[src/cbba_pkg.sv]
// Shared types and constants for the contiguous bitmap block allocator.
`default_nettype none

package cbba_pkg;

  localparam int LENGTH_W      = 32;
  localparam int BLOCK_INDEX_W = 12;
  localparam int STATUS_W      = 2;
  localparam int OFFSET_W      = 21;
  localparam int TAKEN_W       = 13;
  localparam int SLOT_W        = 5;
  localparam int FREE_W        = 13;
  localparam int ACC_W         = LENGTH_W + 1;

  localparam int FIRST_DATA_BLOCK = 4;

  localparam logic ACTION_ALLOC = 1'b0;
  localparam logic ACTION_LOAD  = 1'b1;

  localparam logic [STATUS_W-1:0] STATUS_OK       = 2'd0;
  localparam logic [STATUS_W-1:0] STATUS_NO_RUN   = 2'd1;
  localparam logic [STATUS_W-1:0] STATUS_DIR_FULL = 2'd2;

  typedef struct packed {
    logic                     action;
    logic [LENGTH_W-1:0]      length_bytes;
    logic [BLOCK_INDEX_W-1:0] block_index;
    logic                     block_is_free;
  } request_t;

  typedef struct packed {
    logic [STATUS_W-1:0] status;
    logic [OFFSET_W-1:0] start_offset;
    logic [TAKEN_W-1:0]  blocks_taken;
    logic [SLOT_W-1:0]   file_slot;
    logic [FREE_W-1:0]   free_blocks;
  } result_t;

  typedef struct packed {
    logic clear;
    logic step;
    logic bit_free;
  } run_ctl_t;

endpackage

`default_nettype wire

[src/cbba_run_unit.sv]
// Run tracker: shared adder and compare that follows the current free run.
`default_nettype none

module cbba_run_unit
  import cbba_pkg::*;
#(
  parameter int NUM_BLOCKS  = 4096,
  parameter int BLOCK_BYTES = 512
) (
  input  logic                              clk,
  input  run_ctl_t                          ctl,
  input  logic [$clog2(NUM_BLOCKS)-1:0]     cur_addr,
  input  logic [LENGTH_W-1:0]               length_bytes,
  output logic                              found,
  output logic [$clog2(NUM_BLOCKS)-1:0]     start_sel,
  output logic [$clog2(NUM_BLOCKS+1)-1:0]   run_next
);

  localparam int AW = $clog2(NUM_BLOCKS);
  localparam int CW = $clog2(NUM_BLOCKS + 1);

  logic [CW-1:0]    run;
  logic [ACC_W-1:0] acc;
  logic [AW-1:0]    start;
  logic [ACC_W-1:0] acc_sum;

  assign acc_sum   = acc + ACC_W'(BLOCK_BYTES);
  assign run_next  = run + CW'(1);
  assign start_sel = (run == '0) ? cur_addr : start;
  assign found     = ctl.step && ctl.bit_free && (acc_sum >= {1'b0, length_bytes});

  always_ff @(posedge clk) begin
    if (ctl.clear) begin
      run <= '0;
      acc <= '0;
    end else if (ctl.step) begin
      if (ctl.bit_free) begin
        run   <= run_next;
        acc   <= acc_sum;
        start <= start_sel;
      end else begin
        run <= '0;
        acc <= '0;
      end
    end
  end

endmodule

`default_nettype wire

[config.mk]
export PLATFORM = sky130hd
export DESIGN_NAME = cbba_run_unit
export DESIGN_NICKNAME = d
export VERILOG_FILES = /design/src/cbba_pkg.sv /design/src/cbba_run_unit.sv
export SDC_FILE = /design/constraint.sdc
export NUM_CORES = 1
export LEC_CHECK = 0
export ABC_CLOCK_PERIOD_IN_PS = 2500
export BUFFER_PORTS_ARGS = -buffer_cell sky130_fd_sc_hd__buf_2
export CAP_MARGIN = 40
export CORE_AREA = 2 2 85 87
export DETAILED_ROUTE_END_ITERATION = 8
export DIE_AREA = 0 0 87 89
export MAX_ROUTING_LAYER = met4
export PLACE_DENSITY_LB_ADDON = 0.3
export SYNTH_ARGS = -nofsm -noshare
export SYNTH_HDL_FRONTEND = slang
export SYNTH_SLANG_ARGS = --single-unit
[constraint.sdc]
create_clock -name clk -period 2.5 [get_ports clk]
set_clock_uncertainty 0.15 [all_clocks]
set_input_delay 0 -clock clk [delete_from_list [all_inputs] [get_ports clk]]
set_output_delay 0 -clock clk [all_outputs]
set_load 0.01 [all_outputs]
==> impl_metrics.json, run 1 <==
{
  "status": "complete, but fails checks",
  "violations": "setup timing",
  "die-area_mm2": 0.00774,
  "drt_iter0_markers": 242,
  "nets": 619,
  "dr_total_vias": 3520,
  "hold_violations": 0,
  "worstSetupPathType": "flip-flop to primary output",
  "fin_crit_ps": 3110,
  "power_density_mw_per_mm2": 372,
  "syn_to_final_growth_pct": 40.8,
  "slew_viol_final": 0,
  "gp_congestion": 0.881,
  "worstMarginPinSlew_ps": 579,
  "antennaDiodeCount": 0,
  "synth-seq-cells": 49,
  "yosysTopAreaCell": "dfxtp_1",
  "antenna_found_initial": 0,
  "layout.cells.non_filler": 626,
  "grt_pass1_vias": 3249,
  "fmax_ghz": 0.322,
  "dp_slack_ps": -289,
  "arrival_ps": 2960,
  "grt_setup_unrepaired": "true",
  "clkSinkCount": 49,
  "crit_required_ps": 2350,
  "maxCapViolCount": 0,
  "clock_path_buffers": 2,
  "netlist_instances": 403,
  "root_buffer": "clkbuf_8",
  "startpoint_type": "flip-flop",
  "cp.buffers_inverters": 2,
  "drtAntennaViolNets": 0,
  "synth_edf_count": 12,
  "wirelength_um": 9910,
  "synth_area_leaders": "dfxtp_1, edfxtp_1, ha_1",
  "ff2ff_setup_slack_ps": 340,
  "io_buffer_count": 73,
  "finalSetupViolCount": 1,
  "setup_ws_ps": -609,
  "crit_path_max_incr_delay_ps": 400,
  "num_io_pins": 74,
  "cts_made_buffers": 5,
  "die_y_um": 89,
  "num_rows": 30,
  "dp.cells": 595,
  "irDropWorstVdd_mv": 0.272,
  "fillers": 532,
  "worstPathMaxFanout": 4,
  "async_reset_ff_share_pct": 0,
  "leakage_nw": 2.24,
  "multiInputGateArea_mm2": 0.00219,
  "cts.htree.levels": 2,
  "grt_overflow": 0,
  "drive_gt1_share_pct": 36.6,
  "total_power_w": 0.00175,
  "hp-class": "primary input to flip-flop",
  "dieWidth_um": 87,
  "avgViaCountPerCell": 5.62,
  "drcViolationCount": 0,
  "wl_per_cell_um": 15.8,
  "start_util_pct": 49.6,
  "whs_ps": 38.9,
  "yosysWarnings": 0,
  "core-area_mm2": 0.00672,
  "synth_top_cell_area_share_pct": 22.2,
  "final_cell_mix": "buf_2, buf_4, nor2_1",
  "regArea_mm2": 0.00112,
  "syn_area_mm2": 0.00333,
  "layout_worst_path_cycle_share_pct": 124,
  "cp_slowest_cell": "dfxtp_1",
  "worstSkewPairLatency_ps": 300,
  "path_cells": "nand4_4 > nor4_4 > buf_4 > and3_1 > xor2_1 > ha_1 > nand4_1 > nor2_4 > o211ai_1 > and3_1 > a211oi_2 > buf_2",
  "critical-path-top-delay-family": "simple AND/OR/NAND/NOR gates",
  "netlist-cell-type-count": 45,
  "track_usage_pct": 25.6,
  "cts_tree": "done",
  "clkTransAtPathRegs_ps": 100,
  "seq_area_frac_synth_pct": 33.0,
  "crit_path_end_kind": "primary output",
  "syn_avg_cell_area_um2": 8.27,
  "synth-main-ff-cell": "dfxtp_1",
  "final_common_cell": "buf_2",
  "path_common_cell": "and3_1",
  "hpwl_um": 6800,
  "synthesis.nets": 477,
  "relSlewSlack_pct": 61.2,
  "drt_pre_antenna_iters": 5,
  "grt_max_degree": 24,
  "grt_pass1_wl_um": 15200
}
## cell type report
type	count	share of cell area (%)
multi-input cells	302	46.6
flip-flops and latches	49	23.9
repair buffers	155	21.9
inverters	32	2.56
well taps	80	2.13
clock buffers	5	1.47
clock inverters	3	1.39
## final timing paths
kind              startpoint  endpoint  cells past startpoint
setup / recovery     acc[21]     found                     12
hold / removal        ctl[1]   acc[10]                      3
setup reg to reg     acc[21]   acc[32]                      5
hold reg to reg      acc[32]   acc[32]                      2
## timing repair
| action | CTS | global route |
|---|---|---|
| resized for setup | 10 | 19 |
| hold endpoints to repair | 28 | 0 |
| pin swaps | 7 | 17 |
| hold buffers | 14 | 0 |
| buffers inserted | 3 | 6 |
| setup endpoints to repair | 1 | 25 |
## cells in the mapped netlist, types with 2 or more instances
master     n
a211oi_1   2
a21o_1     4
a21oi_1   34
a22oi_1   10
a31oi_1    3
a32o_1     5
and3_1     8
and4_1     2
clkbuf_1  18
dfxtp_1   37
edfxtp_1  12
ha_1      26
inv_1     32
mux2_2    12
nand2_1   28
nand3_1   17
nand3b_1   3
nand4_1    8
nand4_2    3
nor2_1    36
nor3_1    12
nor4_1     9
o211ai_1   2
o21ai_0   23
or3_1      5
or4_1      3
xnor2_1   16
xor2_1    16
## stage by stage
| step | utilization, % | instance area (um^2) | TNS, ps |
|---|---|---|---|
| detailed placement | 62.8 | 4220 | -289 |
| global route | 69.9 | 4700 | -789 |
| floorplan | - | 3390 | -87.1 |
| global placement | 62.8 | 4220 | -220 |
| CTS | 67.7 | 4550 | -567 |
| finish | 69.9 | 4700 | -609 |
## routing by layer
| metal | wire length (um) | vias up | GRT usage, % |
|---|---|---|---|
| met5 | 0 | - | - |
| met4 | 134 | 0 | 6.25 |
| met3 | 485 | 23 | 3.23 |
| met2 | 5110 | 116 | 44.6 |
| met1 | 4180 | 1647 | 31.5 |
| li1 | - | 1734 | - |
## sequential cells by signal, summed over array words and instances, names as in the netlist
signal  count
acc        24
run        13
start      12
## worst register-to-register path, cell delays in order, from the launching register on
cell     delay (ps)
dfxtp_1         400
nand4_4         160
buf_4           180
or4_1           530
or4_1           510
a21oi_1         170
## cell families after synthesis
kind of cell / after synthesis / synth area share (%)
buffers and inverters: 52 / 5.89
AO/OA/AOI/OAI: 88 / 15.9
XOR/XNOR: 32 / 8.40
flip-flops: 49 / 33.0
AND/OR/NAND/NOR: 144 / 23.0
adder cells (fa/ha/maj): 26 / 9.76
multiplexers: 12 / 4.05
## report_power, final
group          leakage (nW)  switching (W)  internal, W
combinational          1.76       0.000128     0.000116
sequential            0.416     0.00000521     0.000821
clock                0.0681       0.000281     0.000398
total                  2.24       0.000414      0.00133
No activity file was read; power rests on OpenSTA's default activity.
==> inputs of run 2 (changes only) <==
--- a/config.mk
+++ b/config.mk
@@ -8,10 +8,9 @@
 export ABC_CLOCK_PERIOD_IN_PS = 2500
 export BUFFER_PORTS_ARGS = -buffer_cell sky130_fd_sc_hd__buf_2
 export CAP_MARGIN = 40
-export CORE_AREA = 2 2 85 87
+export CORE_AREA = 2 2 90 83
 export DETAILED_ROUTE_END_ITERATION = 8
-export DIE_AREA = 0 0 87 89
-export MAX_ROUTING_LAYER = met4
+export DIE_AREA = 0 0 92 85
 export PLACE_DENSITY_LB_ADDON = 0.3
 export SYNTH_ARGS = -nofsm -noshare
 export SYNTH_HDL_FRONTEND = slang
==> impl_metrics.json, run 2 (synthesis gave the netlist of run 1 again) <==
{
  "crit_path_max_incr_delay_ps": 430,
  "p_sw_w": 0.000419,
  "status": "complete, but fails checks",
  "dieWidth_um": 92,
  "antenna_found_initial": 0,
  "arrival_ps": 2990,
  "worstSetupPathType": "flip-flop to primary output",
  "critical-path-top-delay-family": "compound AO/OA/AOI/OAI gates",
  "grt_pass1_vias": 3397,
  "cts_tree": "done",
  "slew_viol_final": 0,
  "final_cell_mix": "buf_2, buf_4, nor2_1",
  "path_common_cell": "a21o_1",
  "hold_violations": 0,
  "clkPwrFrac_pct": 35.5,
  "die-area_mm2": 0.00782,
  "die_y_um": 85,
  "grt_setup_unrepaired": "true",
  "dp_slack_ps": -305,
  "irDropWorstVdd_mv": 0.379,
  "hpwl_um": 6830,
  "syn_to_final_growth_pct": 39.0,
  "hp-class": "flip-flop to flip-flop",
  "worstSkewPairLatency_ps": 310,
  "num_rows": 29,
  "io_buffer_count": 73,
  "fin_crit_ps": 3140,
  "clock_path_buffers": 2,
  "cts.htree.levels": 2,
  "avgViaCountPerCell": 5.49,
  "gp_congestion": 0.912,
  "wirelength_um": 9610,
  "num_io_pins": 74,
  "wl_per_cell_um": 15.0,
  "grt_overflow": 0,
  "start_util_pct": 48.4,
  "final_common_cell": "buf_2",
  "root_buffer": "clkbuf_8",
  "comb_power_share_pct": 14.6,
  "violations": "setup timing",
  "drtAntennaViolNets": 0,
  "clkTransAtPathRegs_ps": 90,
  "grt_max_degree": 26,
  "drt_iter0_markers": 204,
  "maxCapViolCount": 0,
  "crit_required_ps": 2350,
  "layout_worst_path_cycle_share_pct": 125,
  "fillers": 592,
  "finalSetupViolCount": 1,
  "drcViolationCount": 0,
  "worstPathMaxFanout": 6,
  "multiInputGateArea_mm2": 0.00213,
  "clkSinkCount": 49,
  "regArea_mm2": 0.00111,
  "total_power_w": 0.00165,
  "path_cells": "buf_6 > nand4_4 > nor4_4 > nand3_2 > xnor2_1 > ha_1 > a21o_1 > a21o_1 > a211oi_1 > a2bb2oi_1 > a211oi_2 > buf_2",
  "cp_slowest_cell": "nor4_4",
  "seqPwrFrac_pct": 49.9,
  "fmax_ghz": 0.319,
  "worstMarginPinSlew_ps": 652,
  "place_area_mm2": 0.00425,
  "relSlewSlack_pct": 56.5,
  "drive_gt1_share_pct": 34.1,
  "setup_ws_ps": -637,
  "dr_total_vias": 3520,
  "swShare_pct": 25.4,
  "nets": 621,
  "crit_path_end_kind": "primary output",
  "internal-power_w": 0.00123,
  "startpoint_type": "flip-flop",
  "grt_pass1_wl_um": 15400,
  "drt_pre_antenna_iters": 5,
  "core-area_mm2": 0.00689,
  "regMostFlops": "acc",
  "top_regs": "acc: 24 flops, run: 13 flops, start: 12 flops",
  "ff2ff_setup_slack_ps": 370,
  "power_density_mw_per_mm2": 357,
  "largest_register_ff_count": 24,
  "fin_area_mm2": 0.00463,
  "cp.buffers_inverters": 2,
  "antennaDiodeCount": 0,
  "cts_made_buffers": 5,
  "track_usage_pct": 24.4,
  "leakage_nw": 2.21
}
==> run 2: cell count changes in the layout (fill, tap and decap cells not counted), sizes merged <==
cell and change:
dlygate4sd3 +1, clkinvlp +1, bufinv -1, buf +1
==> run 2: tightest hold or removal path, stage by stage, from the launching register on <==
cell and delay (ps):
dfxtp_1 340, o21ai_0 80, a21oi_1 60
==> run 2: worst paths after layout <==
path | from | end | cells after the start
max reg2reg | acc[9] | acc[32] | 6
max | acc[9] | found | 12
min reg2reg | acc[32] | acc[32] | 2
min | acc[32] | acc[32] | 2
==> run 2: power groups by stage <==
stage                     sequential [W]  clock, W  combinational, W
after detailed placement        0.000844         0          0.000213
after global placement          0.000844         0          0.000208
after global routing            0.000827  0.000624          0.000265
final                           0.000825  0.000586          0.000241
after floorplan                 0.000843         0          0.000120
after CTS                       0.000825  0.000593          0.000235
==> run 2: cell type report <==
| type | count | share of cell area (%) |
|---|---|---|
| clock buffers | 5 | 1.48 |
| inverters | 32 | 2.59 |
| well taps | 93 | 2.51 |
| clock inverters | 3 | 0.999 |
| flip-flops and latches | 49 | 24.1 |
| multi-input cells | 302 | 46.0 |
| repair buffers | 157 | 22.4 |
==> run 2: per-stage QoR <==
| stage | setup TNS [ps] | instances | utilization, % | hold WS [ps] |
|---|---|---|---|---|
| 2_1_floorplan | -87.1 | 403 | - | 9.44 |
| 3_3_place_gp | -230 | 610 | 61.7 | 168 |
| 3_5_place_dp | -305 | 610 | 61.7 | 171 |
| 4_1_cts | -603 | 636 | 66.2 | 367 |
| 5_1_grt | -829 | 641 | 67.2 | 399 |
| 6_report | -637 | 641 | 67.2 | 370 |
==> run 2: routing by layer <==
| layer | global-route usage (%) | vias up | share of wire [%] |
|---|---|---|---|
| met5 | 0 | - | 0 |
| met4 | 7.73 | 0 | 1.8 |
| met3 | 3.02 | 21 | 5.2 |
| met2 | 43.2 | 123 | 50 |
| met1 | 31.0 | 1640 | 43 |
| li1 | - | 1736 | - |
==> run 2: what timing repair did <==
| action | 4_1_cts | 5_1_grt |
|---|---|---|
| endpoints found under the hold margin | 23 | 0 |
| setup endpoints to repair | 1 | 13 |
| gates resized for setup | 6 | 7 |
| hold buffers | 15 | 0 |
| buffers inserted | 3 | 5 |
| pin swaps | 5 | 13 |
==> inputs of run 3 (changes only) <==
--- a/config.mk
+++ b/config.mk
@@ -5,12 +5,13 @@
 export SDC_FILE = /design/constraint.sdc
 export NUM_CORES = 1
 export LEC_CHECK = 0
+export ABC_AREA = 1
 export ABC_CLOCK_PERIOD_IN_PS = 2500
 export BUFFER_PORTS_ARGS = -buffer_cell sky130_fd_sc_hd__buf_2
 export CAP_MARGIN = 40
-export CORE_AREA = 2 2 90 83
+export CORE_AREA = 2 2 91 84
 export DETAILED_ROUTE_END_ITERATION = 8
-export DIE_AREA = 0 0 92 85
+export DIE_AREA = 0 0 93 86
 export PLACE_DENSITY_LB_ADDON = 0.3
 export SYNTH_ARGS = -nofsm -noshare
 export SYNTH_HDL_FRONTEND = slang
==> impl_metrics.json, run 3 <==
{
  "violations": "setup timing",
  "path_cells": "nand2_1 > nor2_2 > nand2_1 > nor2_2 > buf_4 > nand3_1 > xor2_1 > ha_1 > nand2_1 > inv_2 > nand2_1 > nor3_2 > nand2_1 > nand4_1 > nand2_1 > nand2_1 > nand2_1 > a21oi_2 > buf_2",
  "cp_slowest_cell": "dfxtp_2",
  "dieWidth_um": 93,
  "drt_pre_antenna_iters": 5,
  "fmax_ghz": 0.332,
  "regMostFlops": "acc",
  "seq_area_frac_synth_pct": 32.2,
  "drt_iter0_markers": 193,
  "critical-path-top-delay-family": "simple AND/OR/NAND/NOR gates",
  "synth_top_cell_area_share_pct": 21.7,
  "hold_violations": 0,
  "drive_gt1_share_pct": 25.5,
  "finalSetupViolCount": 1,
  "gp_congestion": 0.874,
  "dr_total_vias": 3489,
  "ff2ff_path_depth": 13,
  "start_util_pct": 49.0,
  "crit_required_ps": 2350,
  "synthesis.nets": 569,
  "synth_common_cells": "nand2_1, inv_1, a21oi_1",
  "root_buffer": "clkbuf_8",
  "die-area_mm2": 0.00800,
  "path_depth": 19,
  "crit_path_max_incr_delay_ps": 380,
  "final_cell_mix": "nand2_1, inv_1, buf_2",
  "grt_pass1_vias": 3211,
  "hp-class": "primary input to flip-flop",
  "antennaDiodeCount": 0,
  "track_usage_pct": 22.3,
  "grt_overflow": 0,
  "syn_area_mm2": 0.00342,
  "num_io_pins": 74,
  "clkTransAtPathRegs_ps": 100,
  "startpoint_type": "flip-flop",
  "clkSinkCount": 49,
  "slew_viol_final": 0,
  "fin_crit_ps": 3010,
  "grt_pass1_wl_um": 14300,
  "clock_path_buffers": 2,
  "top_regs": "acc: 24 flops, run: 13 flops, start: 12 flops",
  "dp.cells": 690,
  "synth-main-ff-cell": "dfxtp_1",
  "layout_worst_path_cycle_share_pct": 120,
  "relSlewSlack_pct": 53.5,
  "final_common_cell": "nand2_1",
  "drtAntennaViolNets": 0,
  "dp_slack_ps": -254,
  "nets": 692,
  "avgViaCountPerCell": 4.90,
  "synth_area_leaders": "dfxtp_1, nand2_1, inv_1",
  "leakage_nw": 2.19,
  "syn_avg_cell_area_um2": 6.90,
  "power_density_mw_per_mm2": 347,
  "arrival_ps": 2860,
  "yosysMostFrequentCell": "nand2_1",
  "worstPathMaxFanout": 4,
  "yosysWarnings": 0,
  "num_rows": 29,
  "layout.cells.non_filler": 712,
  "synth-seq-cells": 49,
  "core-area_mm2": 0.00697,
  "async_reset_ff_share_pct": 0,
  "path_common_cell": "nand2_1",
  "antenna_found_initial": 0,
  "syn_to_final_growth_pct": 30.5,
  "worstMarginPinSlew_ps": 697,
  "setup_ws_ps": -509,
  "hpwl_um": 6650,
  "yosysTopAreaCell": "dfxtp_1",
  "worstSetupPathType": "flip-flop to primary output",
  "grt_setup_unrepaired": "true",
  "worstSkewPairLatency_ps": 310,
  "cp.buffers_inverters": 3,
  "place_area_mm2": 0.00417,
  "cts.htree.levels": 2,
  "endpoint": "found",
  "irDropWorstVdd_mv": 0.256,
  "rr_endpoint": "acc[27]",
  "grt_max_degree": 35,
  "synth_edf_count": 12,
  "wirelength_um": 8810,
  "crit_path_end_kind": "primary output",
  "drcViolationCount": 0,
  "maxCapViolCount": 0,
  "largest_register_ff_count": 24,
  "cts_tree": "done",
  "io_buffer_count": 73,
  "cts_made_buffers": 5,
  "netlist_instances": 495,
  "fin_area_mm2": 0.00446,
  "ff2ff_setup_slack_ps": 620,
  "die_y_um": 86,
  "regToRegStartpoint": "acc[10]",
  "crit_start": "acc[11]",
  "wl_per_cell_um": 12.4,
  "status": "complete, but fails checks",
  "netlist-cell-type-count": 37
}
[run 3: worst min-delay path: cells and delay by family]
family	cells	cell delay (ps)
simple gates	1	230
compound gates	1	110
buf+inv	1	90
[run 3: metrics by stage]
step	hold slack, ps	utilization (%)	total power (W)	setup TNS [ps]
after floorplan	-30.0	-	0.000959	0
after global placement	167	59.7	0.00105	-132
after detailed placement	163	59.8	0.00106	-254
after CTS	5.94	63.6	0.00155	-469
after global routing	18.5	64.0	0.00162	-716
final	12.3	64.0	0.00155	-509
[run 3: worst min-delay path by stage]
stage	startpoint	endpoint	slack (ps)	cells after the start
after floorplan	ctl[1]	acc[15]	-30	1
after global placement	ctl[1]	acc[15]	170	2
after detailed placement	ctl[1]	acc[15]	160	2
after CTS	ctl[0]	acc[9]	6	3
after global routing	ctl[0]	acc[9]	20	3
final	ctl[0]	acc[9]	10	3
[run 3: cells by family after synthesis]
group / Yosys count / synth area share, %
simple gates: 216 / 28.5
buf+inv: 111 / 12.3
compound gates: 70 / 11.4
flops: 49 / 32.2
fa+ha+maj: 26 / 9.52
xor+xnor: 23 / 6.11
[run 3: power breakdown]
part / switching (W) / internal (W) / total, W
clock: 0.000284 / 0.000199 / 0.000483
sequential: 0.00000461 / 0.000825 / 0.000829
combinational: 0.000135 / 0.0000987 / 0.000233
[run 3: per-layer routing]
layer / GRT usage, % / wire (um) / up-vias
li1: - / - / 1814
met1: 30.4 / 4020 / 1566
met2: 38.6 / 4240 / 103
met3: 3.25 / 505 / 6
met4: 3.48 / 44 / 0
met5: 0 / 0 / -
[run 3: area by class of cell]
type	count	area (um^2)
Clock buffer	5	68.8
Inverter	99	372
Sequential cell	49	1110
Clock inverter	3	21.3
Timing Repair Buffer	128	811
Fill cell	609	2510
Tap cell	93	116
Multi-Input combinational cell	335	1960
[run 3: repair_timing]
item / CTS / global route
resized for setup: 11 / 6
endpoints found under the hold margin: 15 / 0
hold buffers: 13 / 0
setup buffers: 0 / 1
endpoints found under the setup margin: 1 / 1
pin swaps: 0 / 6
